===== src/dbat_pkg.sv =====
package dbat_pkg;

    typedef struct packed {
        logic [7:0] data_byte;
        logic       last_byte;
    } in_item_t;

    typedef struct packed {
        logic [1:0]  rec_kind;
        logic [15:0] word_a;
        logic [15:0] word_b;
        logic [11:0] offset;
        logic [7:0]  tid;
        logic [4:0]  ver_num;
        logic        current_next;
        logic [7:0]  sect_num;
        logic [7:0]  last_sect_num;
        logic [6:0]  index;
        logic [1:0]  status;
        logic        last_record;
    } out_item_t;

    localparam logic [1:0] KIND_BQ_DESC = 2'd0;
    localparam logic [1:0] KIND_STREAM  = 2'd1;
    localparam logic [1:0] KIND_TS_DESC = 2'd2;
    localparam logic [1:0] KIND_SUMMARY = 2'd3;

    localparam logic [1:0] ST_OK     = 2'd0;
    localparam logic [1:0] ST_CRC    = 2'd1;
    localparam logic [1:0] ST_LENGTH = 2'd2;

    localparam logic [1:0] REG_MAX_DESC    = 2'd0;
    localparam logic [1:0] REG_MAX_STREAMS = 2'd1;
    localparam logic [1:0] REG_MIN_LENGTH  = 2'd2;
    localparam logic [1:0] REG_MAX_LENGTH  = 2'd3;

    localparam logic [31:0] CRC_POLY = 32'h04C1_1DB7;

    // one byte through the mpeg-2 crc-32, msb first
    function automatic logic [31:0] crc_step(input logic [31:0] crc, input logic [7:0] b);
        logic [31:0] c;
        c = crc ^ {b, 24'd0};
        for (int k = 0; k < 8; k++) begin
            c = c[31] ? ((c << 1) ^ CRC_POLY) : (c << 1);
        end
        return c;
    endfunction

endpackage


===== src/dvb_bat_section_parser.sv =====
// channel  | ports                        | direction | payload
// ---------+------------------------------+-----------+--------------------------
// input    | s_valid s_ready s_data       | in        | one section byte + last
// result   | m_valid m_ready m_data       | out       | one record
// config   | cfg_valid cfg_ready cfg_*    | in        | register index + data
//
// one byte per cycle while m_ready stays high; a record passes through the
// front parse register, then the record queue
// two credits cover the front register and the queue; a byte is taken when a
// credit is free or a queue slot leaves in the same cycle
// reset is synchronous active low and restores the register defaults
module dvb_bat_section_parser #(
    parameter int MAX_SECTION_BYTES = 4096,
    parameter int MAX_RECORDS       = 64
) (
    input  logic                aclk,
    input  logic                aresetn,
    input  logic                s_valid,
    output logic                s_ready,
    input  dbat_pkg::in_item_t  s_data,
    output logic                m_valid,
    input  logic                m_ready,
    output dbat_pkg::out_item_t m_data,
    input  logic                cfg_valid,
    output logic                cfg_ready,
    input  logic [1:0]          cfg_index,
    input  logic [12:0]         cfg_data
);
    import dbat_pkg::*;

    logic [6:0]  max_desc_reg, max_streams_reg;
    logic [12:0] min_len_reg, max_len_reg;
    logic        in_en, rec_valid, q_pop, q_empty_ok;
    out_item_t   rec_data;
    logic [1:0]  q_room;
    logic        in_en_d_reg;
    logic        q_valid;
    logic [$bits(out_item_t):0] q_rd;

    assign cfg_ready = 1'b1;

    // configuration registers
    always_ff @(posedge aclk) begin
        if (!aresetn) begin
            max_desc_reg    <= 7'd16;
            max_streams_reg <= 7'd64;
            min_len_reg     <= 13'd16;
            max_len_reg     <= 13'd1024;
        end else if (cfg_valid) begin
            unique case (cfg_index)
                REG_MAX_DESC:    max_desc_reg    <= cfg_data[6:0];
                REG_MAX_STREAMS: max_streams_reg <= cfg_data[6:0];
                REG_MIN_LENGTH:  min_len_reg     <= cfg_data;
                REG_MAX_LENGTH:  max_len_reg     <= cfg_data;
                default: ;
            endcase
        end
    end

    // credit: a byte may enter only if the queue has room for its record and any
    // record sitting in the front output register
    // credit returns for every slot leaving the queue, record or not
    always_ff @(posedge aclk) begin
        if (!aresetn) q_room <= 2'd2;
        else q_room <= q_room - {1'b0, in_en} + {1'b0, q_pop};
    end
    assign q_pop      = q_valid && (m_ready || !q_rd[$bits(out_item_t)]);
    assign q_empty_ok = (q_room != 2'd0);
    assign s_ready    = q_empty_ok || q_pop;
    assign in_en      = s_valid && s_ready;

    dbat_front #(
        .MAX_SECTION_BYTES(MAX_SECTION_BYTES),
        .MAX_RECORDS      (MAX_RECORDS)
    ) u_front (
        .aclk            (aclk),
        .aresetn         (aresetn),
        .in_data         (s_data),
        .in_en           (in_en),
        .max_descriptors (max_desc_reg),
        .max_streams     (max_streams_reg),
        .min_length      (min_len_reg),
        .max_length      (max_len_reg),
        .rec_valid       (rec_valid),
        .rec_data        (rec_data)
    );

    always_ff @(posedge aclk) begin
        if (!aresetn) in_en_d_reg <= 1'b0;
        else in_en_d_reg <= in_en;
    end

    // the queue also holds no-record slots, dropped at the output
    dbat_fifo #(.WIDTH($bits(out_item_t) + 1)) u_queue (
        .aclk     (aclk),
        .aresetn  (aresetn),
        .wr_valid (in_en_d_reg),
        .wr_data  ({rec_valid, rec_data}),
        .rd_valid (q_valid),
        .rd_ready (m_ready || !q_rd[$bits(out_item_t)]),
        .rd_data  (q_rd)
    );

    assign m_valid = q_valid && q_rd[$bits(out_item_t)];
    assign m_data  = q_rd[$bits(out_item_t)-1:0];
endmodule


===== src/dbat_fifo.sv =====
module dbat_fifo #(
    parameter int WIDTH = 8
) (
    input  logic             aclk,
    input  logic             aresetn,
    input  logic             wr_valid,
    input  logic [WIDTH-1:0] wr_data,
    output logic             rd_valid,
    input  logic             rd_ready,
    output logic [WIDTH-1:0] rd_data
);
    // two-entry queue, the writer holds credits so it never writes when full
    logic [WIDTH-1:0] mem_reg [2];
    logic             wp_reg, rp_reg;
    logic [1:0]       cnt_reg;
    logic             wr_ready;
    logic             wr_en, rd_en;

    assign wr_ready = (cnt_reg != 2'd2);
    assign rd_valid = (cnt_reg != 2'd0);
    assign rd_data  = mem_reg[rp_reg];
    assign wr_en    = wr_valid && wr_ready;
    assign rd_en    = rd_valid && rd_ready;

    always_ff @(posedge aclk) begin
        if (wr_en) begin
            mem_reg[wp_reg] <= wr_data;
        end
        if (!aresetn) begin
            wp_reg  <= 1'b0;
            rp_reg  <= 1'b0;
            cnt_reg <= 2'd0;
        end else begin
            if (wr_en) wp_reg <= ~wp_reg;
            if (rd_en) rp_reg <= ~rp_reg;
            cnt_reg <= cnt_reg + {1'b0, wr_en} - {1'b0, rd_en};
        end
    end
endmodule


===== src/dbat_front.sv =====
module dbat_front #(
    parameter int MAX_SECTION_BYTES = 4096,
    parameter int MAX_RECORDS       = 64
) (
    input  logic                aclk,
    input  logic                aresetn,
    input  dbat_pkg::in_item_t  in_data,
    input  logic                in_en,
    input  logic [6:0]          max_descriptors,
    input  logic [6:0]          max_streams,
    input  logic [12:0]         min_length,
    input  logic [12:0]         max_length,
    output logic                rec_valid,
    output dbat_pkg::out_item_t rec_data
);
    import dbat_pkg::*;

    typedef enum logic [3:0] {
        PH_HDR, PH_BQ_TAG, PH_BQ_LEN, PH_BQ_PAY, PH_BQ_REST, PH_TSL_HI, PH_TSL_LO,
        PH_TS_ENTRY, PH_TD_TAG, PH_TD_LEN, PH_TD_PAY, PH_TD_REST, PH_TS_REST, PH_TRAILER
    } phase_t;

    localparam logic [12:0] MAX_BYTES = 13'(MAX_SECTION_BYTES);
    localparam logic [6:0]  MAX_REC   = 7'(MAX_RECORDS);

    phase_t      phase_reg, phase_next;
    logic [12:0] count_reg, count_next;
    logic [31:0] crc_reg, crc_next, dly_reg, dly_next;
    logic [57:0] hdr_reg, hdr_next;
    logic [12:0] outer_reg, outer_next, inner_reg, inner_next;
    logic [7:0]  skip_reg, skip_next;
    logic [39:0] ent_reg, ent_next;
    logic [6:0]  dcnt_reg, dcnt_next, scnt_reg, scnt_next, btot_reg, btot_next;
    logic        rv_next;
    out_item_t   rd_next;
    logic [6:0]  lim_d, lim_s;
    logic [7:0]  b;
    logic [11:0] pos_m1, tdl;
    logic [12:0] len;

    assign lim_d = (max_descriptors > MAX_REC) ? MAX_REC : max_descriptors;
    assign lim_s = (max_streams > MAX_REC) ? MAX_REC : max_streams;
    assign b      = in_data.data_byte;
    assign pos_m1 = 12'(count_reg - 13'd1);
    assign tdl    = {ent_reg[3:0], b};

    always_comb begin
        phase_next = phase_reg;
        count_next = count_reg;
        crc_next   = crc_reg;
        dly_next   = dly_reg;
        hdr_next   = hdr_reg;
        outer_next = outer_reg;
        inner_next = inner_reg;
        skip_next  = skip_reg;
        ent_next   = ent_reg;
        dcnt_next  = dcnt_reg;
        scnt_next  = scnt_reg;
        btot_next  = btot_reg;
        rv_next    = 1'b0;
        rd_next    = '0;
        len        = '0;
        if (in_en) begin
            if (count_reg < MAX_BYTES) begin
                if (count_reg >= 13'd4) crc_next = crc_step(crc_reg, dly_reg[31:24]);
                dly_next   = {dly_reg[23:0], b};
                count_next = count_reg + 13'd1;
                unique case (phase_reg)
                    PH_HDR: begin
                        case (count_reg)
                            13'd0: hdr_next[7:0]   = b;
                            13'd1: hdr_next[19:16] = b[3:0];
                            13'd2: hdr_next[15:8]  = b;
                            13'd3: hdr_next[35:28] = b;
                            13'd4: hdr_next[27:20] = b;
                            13'd5: hdr_next[41:36] = {b[0], b[5:1]};
                            13'd6: hdr_next[49:42] = b;
                            13'd7: hdr_next[57:50] = b;
                            13'd8: ent_next = {36'd0, b[3:0]};
                            default: begin
                                outer_next = {1'b0, ent_reg[3:0], b};
                                dcnt_next  = '0;
                                phase_next = ({ent_reg[3:0], b} != 12'd0) ? PH_BQ_TAG
                                                                           : PH_TSL_HI;
                            end
                        endcase
                    end
                    PH_BQ_TAG, PH_BQ_LEN, PH_BQ_PAY, PH_BQ_REST: begin
                        if (phase_reg == PH_BQ_TAG) begin
                            if (outer_reg >= 13'd2 && dcnt_reg < lim_d) begin
                                ent_next = {32'd0, b};
                                phase_next = PH_BQ_LEN;
                            end else phase_next = PH_BQ_REST;
                        end else if (phase_reg == PH_BQ_LEN) begin
                            rv_next          = 1'b1;
                            rd_next.rec_kind = KIND_BQ_DESC;
                            rd_next.word_a   = {8'd0, ent_reg[7:0]};
                            rd_next.word_b   = {8'd0, b};
                            rd_next.offset   = pos_m1;
                            rd_next.index    = dcnt_reg;
                            dcnt_next  = dcnt_reg + 7'd1;
                            btot_next  = dcnt_reg + 7'd1;
                            skip_next  = b;
                            phase_next = (b != 8'd0) ? PH_BQ_PAY : PH_BQ_TAG;
                        end else if (phase_reg == PH_BQ_PAY) begin
                            skip_next = skip_reg - 8'd1;
                            if (skip_reg == 8'd1) phase_next = PH_BQ_TAG;
                        end
                        outer_next = outer_reg - 13'd1;
                        if (outer_reg == 13'd1) phase_next = PH_TSL_HI;
                    end
                    PH_TSL_HI: begin
                        ent_next   = {36'd0, b[3:0]};
                        phase_next = PH_TSL_LO;
                    end
                    PH_TSL_LO: begin
                        outer_next = {1'b0, ent_reg[3:0], b};
                        scnt_next  = '0;
                        skip_next  = '0;
                        phase_next = ({ent_reg[3:0], b} != 12'd0) ? PH_TS_ENTRY : PH_TRAILER;
                    end
                    PH_TRAILER: ;
                    default: begin
                        // transport stream loop
                        if (phase_reg == PH_TS_ENTRY) begin
                            if (skip_reg == 8'd0 && !(outer_reg >= 13'd6 && scnt_reg < lim_s))
                                phase_next = PH_TS_REST;
                            else if (skip_reg < 8'd5) begin
                                ent_next  = {ent_reg[31:0], b};
                                skip_next = skip_reg + 8'd1;
                            end else begin
                                rv_next          = 1'b1;
                                rd_next.rec_kind = KIND_STREAM;
                                rd_next.word_a   = ent_reg[39:24];
                                rd_next.word_b   = ent_reg[23:8];
                                rd_next.offset   = tdl;
                                rd_next.index    = scnt_reg;
                                scnt_next  = scnt_reg + 7'd1;
                                dcnt_next  = '0;
                                skip_next  = '0;
                                inner_next = {1'b0, tdl};
                                phase_next = (tdl != 12'd0) ? PH_TD_TAG : PH_TS_ENTRY;
                            end
                        end else if (phase_reg != PH_TS_REST) begin
                            if (phase_reg == PH_TD_TAG) begin
                                if (inner_reg >= 13'd2 && dcnt_reg < lim_d) begin
                                    ent_next = {32'd0, b};
                                    phase_next = PH_TD_LEN;
                                end else phase_next = PH_TD_REST;
                            end else if (phase_reg == PH_TD_LEN) begin
                                rv_next          = 1'b1;
                                rd_next.rec_kind = KIND_TS_DESC;
                                rd_next.word_a   = {8'd0, ent_reg[7:0]};
                                rd_next.word_b   = {8'd0, b};
                                rd_next.offset   = pos_m1;
                                rd_next.index    = dcnt_reg;
                                dcnt_next  = dcnt_reg + 7'd1;
                                skip_next  = b;
                                phase_next = (b != 8'd0) ? PH_TD_PAY : PH_TD_TAG;
                            end else if (phase_reg == PH_TD_PAY) begin
                                skip_next = skip_reg - 8'd1;
                                if (skip_reg == 8'd1) phase_next = PH_TD_TAG;
                            end
                            inner_next = inner_reg - 13'd1;
                            if (inner_reg == 13'd1) begin
                                skip_next  = '0;
                                phase_next = PH_TS_ENTRY;
                            end
                        end
                        outer_next = outer_reg - 13'd1;
                        if (outer_reg == 13'd1) phase_next = PH_TRAILER;
                    end
                endcase
            end else begin
                count_next = MAX_BYTES + 13'd1;
            end

            if (in_data.last_byte) begin
                len = count_next;
                rv_next = 1'b1;
                rd_next = '0;
                rd_next.rec_kind      = KIND_SUMMARY;
                rd_next.word_a        = hdr_next[35:20];
                rd_next.word_b        = {4'd0, hdr_next[19:8]};
                rd_next.offset        = {5'd0, btot_next};
                rd_next.tid           = hdr_next[7:0];
                rd_next.ver_num       = hdr_next[40:36];
                rd_next.current_next  = hdr_next[41];
                rd_next.sect_num      = hdr_next[49:42];
                rd_next.last_sect_num = hdr_next[57:50];
                rd_next.index         = scnt_next;
                rd_next.last_record   = 1'b1;
                if (len < min_length || len > max_length || len > MAX_BYTES)
                    rd_next.status = ST_LENGTH;
                else if (crc_next != dly_next)
                    rd_next.status = ST_CRC;
                else
                    rd_next.status = ST_OK;
                phase_next = PH_HDR;
                count_next = '0;
                crc_next   = '1;
                dly_next   = '0;
                hdr_next   = '0;
                ent_next   = '0;
                outer_next = '0;
                inner_next = '0;
                skip_next  = '0;
                dcnt_next  = '0;
                scnt_next  = '0;
                btot_next  = '0;
            end
        end
    end

    always_ff @(posedge aclk) begin
        if (!aresetn) begin
            phase_reg <= PH_HDR;
            count_reg <= '0;
            crc_reg   <= '1;
            dly_reg   <= '0;
            hdr_reg   <= '0;
            outer_reg <= '0;
            inner_reg <= '0;
            skip_reg  <= '0;
            ent_reg   <= '0;
            dcnt_reg  <= '0;
            scnt_reg  <= '0;
            btot_reg  <= '0;
            rec_valid <= 1'b0;
            rec_data  <= '0;
        end else begin
            phase_reg <= phase_next;
            count_reg <= count_next;
            crc_reg   <= crc_next;
            dly_reg   <= dly_next;
            hdr_reg   <= hdr_next;
            outer_reg <= outer_next;
            inner_reg <= inner_next;
            skip_reg  <= skip_next;
            ent_reg   <= ent_next;
            dcnt_reg  <= dcnt_next;
            scnt_reg  <= scnt_next;
            btot_reg  <= btot_next;
            rec_valid <= rv_next;
            rec_data  <= rd_next;
        end
    end
endmodule

===== config.mk =====
export PLATFORM = sky130hd
export DESIGN_NAME = dvb_bat_section_parser
export DESIGN_NICKNAME = d
export VERILOG_FILES = /design/src/dbat_pkg.sv /design/src/dvb_bat_section_parser.sv /design/src/dbat_fifo.sv /design/src/dbat_front.sv
export SDC_FILE = /design/constraint.sdc
export NUM_CORES = 1
export LEC_CHECK = 0
export BUFFER_PORTS_ARGS = -buffer_cell sky130_fd_sc_hd__buf_2
export CORE_ASPECT_RATIO = 0.8
export CORE_MARGIN = 5
export CORE_UTILIZATION = 45
export DETAILED_ROUTE_END_ITERATION = 16
export GPL_ROUTABILITY_DRIVEN = 1
export SLEW_MARGIN = 20
export SYNTH_ARGS = -nofsm -noshare
export SYNTH_HDL_FRONTEND = slang
export SYNTH_HIERARCHICAL = 1
export SYNTH_SLANG_ARGS = --single-unit

===== constraint.sdc =====
create_clock -name aclk -period 5.9 [get_ports aclk]
set_input_delay 0 -clock aclk [delete_from_list [all_inputs] [get_ports aclk]]
set_output_delay 0 -clock aclk [all_outputs]
set_load 0.01 [all_outputs]

==> impl_metrics.py <==
metrics = {
    "status": {
        "outcome": "complete, no violations",
    },
    "setup_path": {
        "crit_family": "simple AND/OR/NAND/NOR gates",
        "end_kind": "flop",
        "critPathLaunchType": "flop",
        "cp.arrival_ps": 4480,
        "critPathMaxStageDelay_ps": 690,
        "crit_chain": "mux2_2 > nand2b_1 > a211o_1 > and2_2 > buf_4 > nand3_2 > inv_1 > o21ai_0 > o311ai_0",
        "slowest_stage": "dfxtp_4",
        "cp_max_fo": 41,
        "criticalPathCategory": "reg2reg",
        "reg2reg_setup_slack_ps": 1930,
        "cp.buffers_inverters": 2,
        "required_ps": 6410,
    },
    "run": {
        "drv_cap": 0,
    },
    "synthesis": {
        "ys_seq_area_share_pct": 48.9,
        "ys.flop_type": "dfxtp_1",
        "synth_edf_count": 174,
        "synth.avg_cell_area_sq_um": 9.88,
        "synth_seq_cells": 543,
        "ys.warnings.count": 6,
        "synthArstFlopShare_pct": 0,
        "syn_nets": 2697,
        "syn-cell-area_sq_um": 25800,
        "syn_inst": 2609,
        "ys_types": 93,
    },
    "power_and_ir_drop": {
        "clkPwrFrac_pct": 38.9,
        "p_per_area_nw_per_um2": 325,
        "power.internal_mw": 6.83,
        "p_sw_share_pct": 27.4,
        "switchingPower_mw": 2.58,
        "max-vdd-ir-drop_mv": 0.257,
        "p_leak_nw": 10.4,
        "combPwrFrac_pct": 16.8,
        "seq_power_share_pct": 44.4,
    },
    "cells_and_area": {
        "largest_reg_flops": 174,
        "layoutNonFillerInstCount": 3459,
        "area_growth_pct": 12.4,
        "drive_gt1_share_pct": 14.0,
        "postLayoutCoreUtil_pct": 51.1,
        "finish.instance_area_sq_um": 29000,
        "layout.nets": 2741,
    },
    "clock_network": {
        "cts_buffer_depth": 3,
        "cts_tree": "done",
        "cts_root_buf": "clkbuf_16",
        "clk_latency_ps": 620,
        "cts.sinks": 543,
        "numCtsBuffers": 55,
        "htree_num_levels": 2,
        "clk_pin_slew_ps": 60,
    },
    "grt": {
        "grt_pass1_wl_microns": 111000,
        "first_global_vias": 18900,
        "grt_max_degree": 164,
        "antenna_found_initial": 0,
        "overflow": 0,
        "groute.usage.overall_pct": 22.1,
    },
    "sta": {
        "hold_viol_final": 0,
        "max_slew_margin_pct": 29.9,
        "setup_viol": 0,
        "finalCriticalPeriod_ps": 3970,
        "slew_violations": 0,
        "rsz0062_at_grt": "false",
        "tns_ps": 0,
        "clock-skew-final_ps": 31.1,
        "fmax_mhz": 252,
        "period_share_pct": 67.3,
        "worst_slew_pin_slew_ps": 1050,
    },
    "die": {
        "die_w_microns": 278,
        "die_area_sq_um": 62200,
        "die_h_microns": 224,
        "initial_core_util_pct": 45.4,
        "coreArea_sq_um": 56700,
        "ios": 118,
        "core.rowCount": 78,
    },
    "route": {
        "antenna_left": 0,
        "dr.pass1.iters": 5,
        "drc": 0,
        "vias": 20100,
        "routedWlPerCell_microns": 20.7,
        "drt_iter0_drc": 1987,
        "drt-vias-per-instance": 5.80,
        "routed_wl_microns": 71500,
    },
    "worst_hold_path": {
        "worst_hold_path_type": "in2reg",
        "hp-start": "cfg_valid",
    },
    "placed_design": {
        "globalplace.congestion": 0.909,
        "place_hpwl_microns": 47500,
        "placed_cell_area_sq_um": 26800,
        "io_buffer_count": 116,
        "placed_cells": 3329,
    },
}
layout make-up:
cell class / count / area [sq um]
fillers: 5053 / 27700
flip-flops and latches: 543 / 12600
multi-input cells: 1809 / 12100
clock buffers: 68 / 1500
repair buffers: 168 / 1060
well taps: 760 / 951
clock inverters: 34 / 418
inverters: 76 / 285
diodes: 1 / 2.50
metrics by stage:
step	total power, mW	hold WS [ps]	worst slack, ps
6_report	9.40	22.4	1930
5_1_grt	9.80	73.8	1600
4_1_cts	9.47	0.421	1960
3_5_place_dp	5.81	234	1980
3_3_place_gp	5.79	228	2130
2_1_floorplan	5.34	122	1270
timing repair:
item	CTS	global route
hold buffers	27	0
resized for setup	0	0
hold endpoints to repair	75	0
endpoints found under the setup margin	0	0
setup buffers	0	0
power by group through the flow:
stage               clock (mW)  combinational, mW  sequential, mW
global placement             0               1.54            4.24
CTS                       3.73               1.57            4.18
detailed placement           0               1.55            4.26
floorplan                    0               1.14            4.20
finish                    3.65               1.57            4.17
global route              3.89               1.72            4.19
cell usage in the layout, fill, tap and decap left out, types with 72 or more instances in the layout:
| cell type | netlist | final |
|---|---|---|
| dfxtp_1 | 369 | 367 |
| nand2_1 | 262 | 262 |
| edfxtp_1 | 174 | 174 |
| o21ai_0 | 154 | 154 |
| nand3_1 | 135 | 134 |
| nor2_1 | 138 | 133 |
| a21oi_1 | 133 | 133 |
| nor2b_1 | 125 | 125 |
| buf_2 | 18 | 115 |
| a22oi_1 | 86 | 86 |
| inv_1 | 75 | 75 |
| mux2i_1 | 72 | 72 |
routing by layer:
| metal | global-route usage, % | wire [microns] | share of wire [%] | vias to the layer above |
|---|---|---|---|---|
| li1 | - | - | - | 9437 |
| met5 | 0 | 0 | 0 | - |
| met4 | 5.50 | 1500 | 2.1 | 0 |
| met1 | 33.0 | 33400 | 47 | 9791 |
| met2 | 33.8 | 31800 | 44 | 725 |
| met3 | 3.59 | 4900 | 6.8 | 105 |
worst min-delay path, cell delays in order:
cell and delay, ps:
buf_2 120, nand3b_1 340, o21ai_0 130
cell families (layout without fill, tap and decap cells):
group           count (synthesis)  in the layout  share of synthesized area, %
simple gates                  835            835                          15.9
compound gates                616            616                          15.0
flops                         543            543                          48.9
buf+inv                       257            346                          4.20
mux                           160            160                          7.08
xor+xnor                      138            138                          6.00
fa+ha+maj                      59             59                          2.86
other cells                     1              2                        0.0146
synth_stat cells (59+ instances only):
| cell type | n | area, sq um |
|---|---|---|
| mux2i_1 | 72 | 721 |
| inv_1 | 75 | 282 |
| nand2_1 | 262 | 983 |
| a21oi_1 | 133 | 666 |
| o22ai_1 | 71 | 444 |
| nand3_1 | 135 | 676 |
| edfxtp_1 | 174 | 5230 |
| clkbuf_1 | 134 | 503 |
| a22oi_1 | 86 | 646 |
| o21ai_0 | 154 | 771 |
| ha_1 | 59 | 738 |
| dfxtp_1 | 369 | 7390 |
| nor2_1 | 138 | 518 |
| nor2b_1 | 125 | 782 |
| xnor2_1 | 71 | 622 |
path summary, 6_finish.rpt:
kind	endpoint	cells past startpoint
worst max-delay path	u_front/rec_data[7]	9
worst min-delay path	max_streams_reg[2]	3
worst max register to register	u_front/rec_data[7]	9
worst min register to register	u_queue/mem_reg[0][6]	0
Note: power is estimated with default switching activity, not from simulation.
